`src/tcw_mod.sv`:
```
// ----------------------------------------------------------------------------
// tcw_mod
// Remainder of an 8-bit value by a constant divisor. The quotient comes from
// a registered multiply by the rounded-up reciprocal; the remainder follows
// in the cycle after the value is presented.
// ----------------------------------------------------------------------------
module tcw_mod #(
  parameter int unsigned DIVISOR = 80,
  localparam int unsigned RW = (DIVISOR > 1) ? $clog2(DIVISOR) : 1
) (
  input  logic          clk_i,
  input  logic [7:0]    val_i,
  output logic [RW-1:0] rem_o
);

  // ceil(2^16 / DIVISOR), exact for all 8-bit dividends
  localparam logic [23:0] RECIP = 24'((65536 + DIVISOR - 1) / DIVISOR);
  localparam logic [15:0] DIV_W = 16'(DIVISOR);

  logic [7:0]  val_q;
  logic [23:0] prod_q;
  logic [15:0] rem_raw;
  logic [15:0] rem_fix;

  // reciprocal product
  always_ff @(posedge clk_i) begin
    val_q  <= val_i;
    prod_q <= {16'd0, val_i} * RECIP;
  end

  // remainder with a final range fix
  always_comb begin
    rem_raw = {8'd0, val_q} - ({8'd0, prod_q[23:16]} * DIV_W);
    rem_fix = (rem_raw >= DIV_W) ? (rem_raw - DIV_W) : rem_raw;
  end

  assign rem_o = rem_fix[RW-1:0];

endmodule

```
`config.mk`:
```
export PLATFORM = sky130hd
export DESIGN_NAME = tcw_mod
export DESIGN_NICKNAME = d
export VERILOG_FILES = /design/src/tcw_mod.sv
export SDC_FILE = /design/constraint.sdc
export NUM_CORES = 1
export LEC_CHECK = 0
export BUFFER_PORTS_ARGS = -buffer_cell sky130_fd_sc_hd__buf_4
export CAP_MARGIN = 5
export CORE_MARGIN = 2
export CORE_UTILIZATION = 40
export CTS_CLUSTER_SIZE = 8
export DETAILED_ROUTE_END_ITERATION = 8
export PLACE_DENSITY = 0.61
export SYNTH_ARGS = -nofsm -noshare
export SYNTH_HDL_FRONTEND = slang
export SYNTH_SLANG_ARGS = --single-unit
export TNS_END_PERCENT = 20
```
`constraint.sdc`:
```
create_clock -name clk_i -period 3.45 [get_ports clk_i]
set_clock_uncertainty 0.1 [all_clocks]
set_input_delay 0.1725 -clock clk_i [delete_from_list [all_inputs] [get_ports clk_i]]
set_output_delay 0.1725 -clock clk_i [all_outputs]
set_load 0.005 [all_outputs]
```
### After elaboration in Yosys (flattened, before gate mapping)

Index checks and enable logic that the tools add are counted.

* add/sub/neg operators: 2
* $mul: 2
* order comparisons: 1
* muxes and demuxes: 1

Operators with widths (count)
* $ge 16x7->1 const B: 1
* $mul 8x8->16 const B: 1
* $sub 8x9->10: 1
* $mux 7: 1
* $sub 7x7->7 const B: 1
* $mul 2x3->5 const B: 1

* flip-flop bits (word level): 24
* input bits: 9
* output and inout bits: 7
* word-level logic and storage cells: 8

### Logic depth before layout (Yosys ltp)

Gate-level depths: netlist (run 1).

* depth after elaboration: 4
* mapped depth: 13
* mapped depth without buffers: 13

### Worst setup path before layout (run 1)

No wires, ideal clock.

* path kind: in2reg
* start point: input port val_i[1]
* end point: register prod_q[17]
* setup time: 123 ps
* arrival: 2848 ps
* data required time: 3227 ps
* slack: 379 ps
* cell stages on the path: 13
* path buffers: 0
* cells stage by stage: ha_1 xor2_1 ha_1 fa_1 inv_1 fa_1 inv_1 ha_1 nand3_1 nor2_1 o211ai_1 o221ai_1 xnor2_1

* word-level cells in the longest chain between the ends: 1

Ends and longest elaborated chain
* from (decl): RTL line 12 `input logic [7:0] val_i,`
* $mul 8x8->16: RTL line 28 `prod_q <= {16'd0, val_i} * RECIP;`
* to (signal assigned): RTL line 28
* to (decl): RTL line 21 `logic [23:0] prod_q;`

Every way passes these cells.

### Worst setup path after layout (run 1)

Same ends and word-level chain as after synthesis.

==> qor.tcl, run 1 <==
set qor(status) {complete, no violations}
set qor(maxCapViolCount) 0
set qor(synthDistinctLibCells) 28
set qor(ys_seq_area_share_pct) 13.3
set qor(dp.final_hpwl_um) 2520
set qor(via_per_inst) 4.98
set qor(grt_start_max_net_pins) 7
set qor(firstDrtPassIters) 4
set qor(floorplan.initialDensity_pct) 41.6
set qor(tritoncts) {yes}
set qor(gp_congestion) 0.836
set qor(clock_tree.buffer_depth) 2
set qor(detail_route.drc_violations) 0
set qor(fin_tns_setup_ps) 0
set qor(final_net_count) 247
set qor(critPathMaxFanout) 5
set qor(largest_cells_by_area_after_synthesis) {sky130_fd_sc_hd__ha_1 44%, sky130_fd_sc_hd__dfxtp_1 13%, sky130_fd_sc_hd__fa_1 13%}
set qor(cp-start-kind) {input port}
set qor(max_rail_drop_vdd_v) 0.000165
set qor(die-area_mm2) 0.00428
set qor(clk_root_buffer_cell) {sky130_fd_sc_hd__clkbuf_8}
set qor(min_period_ps) 3160
set qor(layoutNonFillerInstCount) 222
set qor(ioPinCount) 16
set qor(holdPathEnd) {val_q[6]}
set qor(layout-drive-gt1-share_pct) 12.6
set qor(worst_slew_margin_rel_pct) 81.3
set qor(detailed_router_s_first_iteration_violation_count) 17
set qor(yosys_register_bits) 10
set qor(post_cts_buffers) 0
set qor(synth-edff-count) 0
set qor(synthDominantAreaCellType) {sky130_fd_sc_hd__ha_1}
set qor(multi_input_area_mm2) 0.00117
set qor(antenna_diodes) 0
set qor(holdPathStages) 1
set qor(power_density_mw_per_mm2) 490
set qor(leakage_nw) 0.976
set qor(first_global_vias) 1153
set qor(critical_path_required_ps) 3460
set qor(drtAntennaViolNets) 0
set qor(wl_um) 2780
set qor(antenna_found_initial) 0
set qor(final.period_utilization_pct) 91.7
set qor(cells_after_synth) 153
set qor(drt-wirelength-per-cell_um) 12.5
set qor(clk_pin_slew_worst_paths_ps) 50
set qor(synth_area_per_cell_um2) 9.87
set qor(max_slew.worst_pin.slew_ps) 278
set qor(synth_async_sr_flop_share_pct) 0
set qor(worst_hold_path_type) {input port to register}
set qor(die_wd_um) 65.4
set qor(floorplan.die.height_um) 65.4
set qor(portBuffers) 15
set qor(synth_top_cell_area_share_pct) 43.9
set qor(grt.total_usage_pct) 15.0
set qor(cts.sink_count) 10
set qor(timing.final.hold_violations) 0
set qor(cts_max_level) 1
set qor(grt_overflow) 0
set qor(grt_first_pass_wirelength_um) 4950
set qor(maxSlewViolCount) 0
set qor(synth.cell_area_mm2) 0.00151
set qor(vias) 1105
set qor(area.sequential_um2) 200
set qor(setup.worst_path.class) {input port to register}
set qor(synth-warning-count) 0
set qor(tritoncts_buffers) 3
set qor(rsz0062_at_grt) {false}
set qor(core-area_mm2) 0.00363
set qor(placed_cells_incl_taps) 212
set qor(syn_nets) 225
set qor(fp-row-count) 22
set qor(hold_start) {val_i[6]}
set qor(worst_ep_arrival_time_ps) 3180
set qor(critical_path.endpoint_type) {register}
set qor(final_setup_fails) 0
set qor(area_delta_synth_final_pct) 17.1
set qor(fillerInstances) 368
set qor(f_max_mhz) 316
set qor(postSynth.topFlopCell) {sky130_fd_sc_hd__dfxtp_1}
-- cells in the mapped netlist, drive strengths merged, types with 2 or more instances --
cell / instances
nor2b: 2
buf: 4
o21a: 2
nand4: 2
a21oi: 7
nand2: 3
xor2: 4
xnor2: 4
ha: 53
o21ai: 3
nand3: 3
a21o: 3
fa: 10
dfxtp: 10
nor2: 4
inv: 30
-- sequential cells by signal, indices dropped and copies added, names as in the netlist --
signal  cells
prod_q      2
val_q       8
-- layer usage --
| layer | vias to the layer above | track usage [%] | part of all wire (%) |
|---|---|---|---|
| li1 | 557 | - | - |
| met1 | 530 | 17.9 | 45 |
| met2 | 16 | 28.4 | 53 |
| met3 | 2 | 1.03 | 1.9 |
| met4 | 0 | 4.69 | 0.90 |
| met5 | - | 0 | 0 |
-- stage by stage --
step	worst slack (ps)	utilization (%)	total power [mW]	hold slack, ps	area [um^2]
global placement	155	45.5	0.696	214	1650
detailed placement	20.8	45.5	0.722	222	1650
CTS	256	48.7	0.879	5.88	1770
finish	286	48.7	0.867	6.41	1770
floorplan	379	-	0.543	100	1510
global route	132	48.7	0.967	9.15	1770
-- kinds of logic (layout without fill, tap and decap cells) --
kind of cell             after synthesis  in the layout  synth area share (%)
multiplexers                           1              1                 0.663
AO/OA/AOI/OAI                         20             20                  9.03
flip-flops                            10             10                  13.3
adder cells (fa/ha/maj)               63             63                  57.2
XOR/XNOR                               8              8                  4.64
buffers and inverters                 34             55                  9.45
AND/OR/NAND/NOR                       17             17                  5.80
-- layout by cell type, fill, tap and decap left out --
cell,n
sky130_fd_sc_hd__a21o_1,2
sky130_fd_sc_hd__buf_4,15
sky130_fd_sc_hd__nor2b_1,2
sky130_fd_sc_hd__clkbuf_8,4
sky130_fd_sc_hd__nor2_1,4
sky130_fd_sc_hd__o21ai_2,1
sky130_fd_sc_hd__o221ai_1,1
sky130_fd_sc_hd__a211oi_1,1
sky130_fd_sc_hd__fa_1,10
sky130_fd_sc_hd__a311o_1,1
sky130_fd_sc_hd__o211ai_1,1
sky130_fd_sc_hd__o21ai_1,1
sky130_fd_sc_hd__a21oi_1,7
sky130_fd_sc_hd__or4b_1,1
sky130_fd_sc_hd__o21ai_0,1
sky130_fd_sc_hd__nor3_1,1
sky130_fd_sc_hd__a21bo_2,1
sky130_fd_sc_hd__a21o_2,1
sky130_fd_sc_hd__nand3_1,3
sky130_fd_sc_hd__and3_1,1
sky130_fd_sc_hd__xnor2_1,4
sky130_fd_sc_hd__xor2_1,4
sky130_fd_sc_hd__mux2i_1,1
sky130_fd_sc_hd__inv_1,30
sky130_fd_sc_hd__nand2_1,3
sky130_fd_sc_hd__dlygate4sd3_1,6
sky130_fd_sc_hd__o21a_1,2
sky130_fd_sc_hd__nand4_1,2
sky130_fd_sc_hd__dfxtp_1,10
sky130_fd_sc_hd__ha_1,53
-- worst max-delay path, cell delays in order --
cell                       delay, ps
sky130_fd_sc_hd__buf_4           130
sky130_fd_sc_hd__ha_1            340
sky130_fd_sc_hd__xor2_1          180
sky130_fd_sc_hd__ha_1            300
sky130_fd_sc_hd__fa_1            510
sky130_fd_sc_hd__inv_1            60
sky130_fd_sc_hd__fa_1            530
sky130_fd_sc_hd__inv_1            40
sky130_fd_sc_hd__ha_1            280
sky130_fd_sc_hd__nand3_1          60
sky130_fd_sc_hd__nor2_1           80
sky130_fd_sc_hd__o211ai_1        120
sky130_fd_sc_hd__o221ai_1        250
sky130_fd_sc_hd__xnor2_1         110
-- power by group --
part           internal (mW)  switching (mW)  leakage, nW
Combinational          0.289           0.299        0.863
Clock                  0.100          0.0427       0.0288
Sequential             0.130         0.00607       0.0843
Total                  0.519           0.348        0.976
-- layout make-up --
type | instances | share of cell area, %
Sequential cell | 10 | 11.3
Clock buffer | 4 | 3.11
Inverter | 30 | 6.37
Multi-Input combinational cell | 109 | 66.0
Timing Repair Buffer | 21 | 9.77
Tap cell | 48 | 3.40
-- how the worst max path moves through the flow --
| stage | start | depth (start not counted) | to |
|---|---|---|---|
| after floorplan | val_i[1] | 13 | prod_q[17] |
| after global placement | val_i[1] | 14 | prod_q[17] |
| after detailed placement | val_i[1] | 14 | prod_q[17] |
| after CTS | val_i[1] | 14 | prod_q[17] |
| after global routing | val_i[1] | 14 | prod_q[17] |
| final | val_i[1] | 14 | prod_q[17] |
-- timing repair --
action                     CTS  global route
hold buffers                 6             0
setup endpoints to repair    0             0
hold endpoints to repair     6             0
resized for setup            0             0
Note: power is estimated with default switching activity, not from simulation.
==> run 2: changes to the inputs <==
--- a/config.mk
+++ b/config.mk
@@ -13,4 +13,5 @@
 export DETAILED_ROUTE_END_ITERATION = 8
 export PLACE_DENSITY = 0.61
+export SKIP_CTS_REPAIR_TIMING = 1
 export SYNTH_ARGS = -nofsm -noshare
 export SYNTH_HDL_FRONTEND = slang
==> constraint.sdc (replaced) <==
create_clock -name clk_i -period 3.45 [get_ports clk_i]
set_clock_uncertainty 0.1 [all_clocks]
set_input_delay 0.69 -clock clk_i [delete_from_list [all_inputs] [get_ports clk_i]]
set_output_delay 0.69 -clock clk_i [all_outputs]
set_load 0.005 [all_outputs]
==> qor.tcl, run 2 (synthesis gave the netlist of run 1 again) <==
set qor(status) {finished with violations}
set qor(violations) {setup timing}
set qor(clk_root_buffer_cell) {sky130_fd_sc_hd__clkbuf_8}
set qor(floorplan.die.height_um) 65.4
set qor(core-area_mm2) 0.00363
set qor(setup.worst_path.class) {input port to register}
set qor(grt_start_max_net_pins) 7
set qor(final_setup_fails) 1
set qor(max_rail_drop_vdd_v) 0.000231
set qor(most_common_cell_after_layout_fill_and_taps_aside) {sky130_fd_sc_hd__ha_1}
set qor(drtAntennaViolNets) 0
set qor(holdPathStages) 1
set qor(firstDrtPassIters) 3
set qor(first_global_vias) 1190
set qor(critPathMaxFanout) 5
set qor(tritoncts_buffers) 3
set qor(worst_path_largest_cell_delay_ps) 450
set qor(slowest_cp_cell) {sky130_fd_sc_hd__fa_1}
set qor(drt-wirelength-per-cell_um) 12.3
set qor(timing.critical_path.mode_cell) {sky130_fd_sc_hd__ha_1}
set qor(pre_cts_slack_ps) -282
set qor(final.period_utilization_pct) 100
set qor(maxSlewViolCount) 0
set qor(portBuffers) 15
set qor(cts_max_level) 1
set qor(antenna_found_initial) 0
set qor(die-area_mm2) 0.00428
set qor(critical_path_required_ps) 3470
set qor(layout-drive-gt1-share_pct) 26.5
set qor(f_max_mhz) 289
set qor(fp-row-count) 22
set qor(fin_worst_hold_slack_ps) 509
set qor(worst_slack_ps) -13.5
set qor(floorplan.initialDensity_pct) 41.6
set qor(cts.sink_count) 10
set qor(clk_pin_slew_worst_paths_ps) 50
set qor(fillerInstances) 345
set qor(tritoncts) {yes}
set qor(layout.cell_area.non_filler_mm2) 0.00190
set qor(area_delta_synth_final_pct) 25.8
set qor(final_cell_mix) {49 x sky130_fd_sc_hd__ha_1, 31 x sky130_fd_sc_hd__buf_4, 29 x sky130_fd_sc_hd__inv_1, 10 x sky130_fd_sc_hd__fa_1, 10 x sky130_fd_sc_hd__dfxtp_1}
set qor(rsz0062_at_grt) {true}
set qor(critical_path.endpoint_type) {register}
set qor(placed_cells_incl_taps) 229
set qor(layoutNonFillerInstCount) 233
set qor(dpl_cell_area_mm2) 0.00181
set qor(grt.total_usage_pct) 15.4
set qor(worst_ep_arrival_time_ps) 3480
set qor(worst_hold_path_type) {input port to register}
set qor(min_period_ps) 3460
set qor(max_slew.worst_pin.slew_ps) 288
set qor(gp_congestion) 0.848
set qor(layout_top_registers) {val_q x8, prod_q x2}
set qor(leakage_nw) 1.04
set qor(detailed_router_s_first_iteration_violation_count) 14
set qor(power_density_mw_per_mm2) 486
set qor(power.total_mw) 0.923
set qor(final_net_count) 258
set qor(cp-start-kind) {input port}
set qor(grt_first_pass_wirelength_um) 4970
set qor(worst_slew_margin_rel_pct) 80.8
set qor(detail_route.drc_violations) 0
set qor(via_per_inst) 4.79
set qor(vias) 1115
set qor(maxCapViolCount) 0
set qor(fin_tns_setup_ps) -13.5
set qor(timing.final.hold_violations) 0
set qor(dp.final_hpwl_um) 2590
set qor(antenna_diodes) 0
set qor(critical_path.cell_chain) {buf_4 > ha_1 > xor2_1 > ha_1 > a21o_1 > fa_1 > ha_1 > ha_1 > nand4_1 > nor2_1 > o211ai_1 > o221ai_1 > xnor2_1}
set qor(max_reg_flops) 8
set qor(die_wd_um) 65.4
set qor(clock_tree.buffer_depth) 2
set qor(postLayoutCoreUtil_pct) 52.3
set qor(grt_overflow) 0
set qor(ioPinCount) 16
set qor(wl_um) 2860
set qor(top_reg_by_flops) {val_q}
==> run 2: changes by cell type in the layout (fill, tap and decap cells not counted), sizes merged <==
| cell | previous run | this run |
|---|---|---|
| dlygate4sd3 | 6 | 0 |
| buf | 15 | 32 |
==> run 2: final timing paths <==
| kind | start | end | slack (ps) |
|---|---|---|---|
| worst max-delay path | val_i[2] | prod_q[17] | -10 |
| worst min-delay path | val_i[2] | val_q[2] | 510 |
==> run 2: final cells by class <==
cell class	count	area, um^2	area share, %
repair buffers	32	253	13.3
multi-input cells	109	1220	64.2
flip-flops and latches	10	200	10.5
inverters	30	113	5.92
well taps	48	60.1	3.16
clock buffers	4	55.1	2.90
==> run 2: report_power, final <==
| part | switching (mW) | total (mW) | internal (mW) |
|---|---|---|---|
| logic | 0.314 | 0.642 | 0.327 |
| registers | 0.00619 | 0.136 | 0.130 |
| clock network | 0.0449 | 0.145 | 0.100 |
==> run 2: per-layer routing <==
metal / GRT usage (%) / wire (um) / vias up
li1: - / - / 579
met1: 17.7 / 1270 / 525
met2: 28.6 / 1520 / 9
met3: 1.71 / 43 / 2
met4: 6.25 / 23 / 0
met5: 0 / 0 / -
==> run 2: worst max-delay path, delay by kind of cell <==
kind,cells,cell delay [ps]
xor+xnor,2,270
compound gates,3,540
simple gates,2,250
fa+ha+maj,5,1590
buf+inv,1,140
==> run 3: changes to the inputs <==
Settings changed: CORE_UTILIZATION 40 to 59, PLACE_DENSITY 0.61 to 0.83.
==> qor.tcl, run 3 (synthesis gave the netlist of run 1 again) <==
set qor(status) {finished with violations}
set qor(violations) {setup timing}
set qor(layout-drive-gt1-share_pct) 31.4
set qor(rsz0062_at_grt) {true}
set qor(detailed_router_s_first_iteration_violation_count) 32
set qor(via_per_inst) 5.61
set qor(critical_path.cell_chain) {buf_6 > ha_4 > xor2_2 > ha_1 > fa_1 > inv_1 > fa_1 > inv_2 > ha_4 > nand3_1 > nor2_1 > o211ai_1 > o221ai_1 > xnor2_1}
set qor(final_setup_fails) 2
set qor(clock_tree.buffer_depth) 2
set qor(layoutNonFillerInstCount) 215
set qor(cp-start-kind) {input port}
set qor(grt_first_pass_wirelength_um) 4930
set qor(max_reg_flops) 8
set qor(antenna_diodes) 0
set qor(wl_um) 3650
set qor(slowest_cp_cell) {sky130_fd_sc_hd__fa_1}
set qor(holdPathStages) 1
set qor(drtAntennaViolNets) 0
set qor(max_slew.worst_pin.slew_ps) 297
set qor(worst_slack_ps) -51.9
set qor(maxCapViolCount) 0
set qor(f_max_mhz) 286
set qor(layout_top_registers) {val_q x8, prod_q x2}
set qor(critical_path_required_ps) 3500
set qor(top_reg_by_flops) {val_q}
set qor(first_global_vias) 1216
set qor(worst_ep_arrival_time_ps) 3560
set qor(fin_tns_setup_ps) -89.8
set qor(tritoncts_buffers) 3
set qor(portBuffers) 15
set qor(power_density_mw_per_mm2) 498
set qor(max_rail_drop_vdd_v) 0.000413
set qor(maxSlewViolCount) 0
set qor(die_wd_um) 54.6
set qor(grt.total_usage_pct) 23.9
set qor(fp-row-count) 18
set qor(critical_path_depth) 14
set qor(worst_hold_path_type) {input port to register}
set qor(setup.worst_path.class) {input port to register}
set qor(critical_path.n_buffers_inverters) 3
set qor(pre_cts_slack_ps) -358
set qor(fin_worst_hold_slack_ps) 462
set qor(drt-wirelength-per-cell_um) 17.0
set qor(path_delay_family) {adder cells}
set qor(antenna_found_initial) 0
set qor(critical_path.endpoint_type) {register}
set qor(floorplan.initialDensity_pct) 61.5
set qor(detail_route.drc_violations) 0
set qor(dp.final_hpwl_um) 2830
set qor(ioPinCount) 16
set qor(gp_congestion) 0.802
set qor(min_period_ps) 3500
set qor(worst_path_largest_cell_delay_ps) 510
set qor(cts_max_level) 1
set qor(tritoncts) {yes}
set qor(postLayoutCoreUtil_pct) 79.0
set qor(final_cell_mix) {44 x sky130_fd_sc_hd__ha_1, 29 x sky130_fd_sc_hd__buf_4, 26 x sky130_fd_sc_hd__inv_1, 10 x sky130_fd_sc_hd__fa_1}
set qor(die-area_mm2) 0.00298
set qor(area_delta_synth_final_pct) 28.3
set qor(cts.sink_count) 10
set qor(grt_start_max_net_pins) 7
set qor(critPathMaxFanout) 5
set qor(core-area_mm2) 0.00245
set qor(vias) 1207
set qor(clk_pin_slew_worst_paths_ps) 70
set qor(most_common_cell_after_layout_fill_and_taps_aside) {sky130_fd_sc_hd__ha_1}
set qor(leakage_nw) 1.03
set qor(grt_overflow) 0
set qor(placed_cells_incl_taps) 209
set qor(firstDrtPassIters) 4
set qor(floorplan.die.height_um) 54.6
set qor(worst_slew_margin_rel_pct) 80.1
set qor(timing.final.hold_violations) 0
set qor(clk_root_buffer_cell) {sky130_fd_sc_hd__clkbuf_4}
set qor(final_net_count) 258
set qor(final.period_utilization_pct) 102
run 3: cell count changes in the layout (fill, tap and decap cells not counted), moves of 2 or more:
cell,before,now
sky130_fd_sc_hd__clkbuf_4,0,3
sky130_fd_sc_hd__ha_1,49,44
sky130_fd_sc_hd__ha_4,2,8
sky130_fd_sc_hd__inv_2,1,4
sky130_fd_sc_hd__buf_6,0,2
sky130_fd_sc_hd__dfxtp_1,10,8
sky130_fd_sc_hd__dfxtp_2,0,2
sky130_fd_sc_hd__buf_4,31,29
sky130_fd_sc_hd__inv_1,29,26
sky130_fd_sc_hd__clkbuf_8,4,1
run 3: metrics by stage:
step                      cell area [um^2]  power [mW]
after global routing                  1940        1.05
after floorplan                       1520       0.543
after global placement                1770       0.719
after detailed placement              1770       0.763
after CTS                             1800       0.877
final                                 1940       0.966
run 3: per-layer routing:
metal  vias to the layer above  track usage [%]  wire length (um)
met1                       572             23.1              1360
li1                        577                -                 -
met2                        42             45.4              2030
met3                        16             3.55                73
met4                         0             16.3               179
met5                         -                0                 0
run 3: worst paths after layout:
check	startpoint	end	slack, ps
setup / recovery	val_i[1]	prod_q[17]	-50
hold / removal	val_i[1]	val_q[1]	460
run 3: final cells by class:
cell class / count / area, um^2
multi-input combinational: 109 / 1290
clock buffer: 4 / 36.3
tap: 30 / 37.5
sequential: 10 / 203
fill: 146 / 517
timing repair buffer: 32 / 260
inverter: 30 / 113
run 3: where the power goes:
part / internal (mW) / switching, mW
Sequential: 0.131 / 0.00990
Combinational: 0.366 / 0.352
Clock: 0.0642 / 0.0427
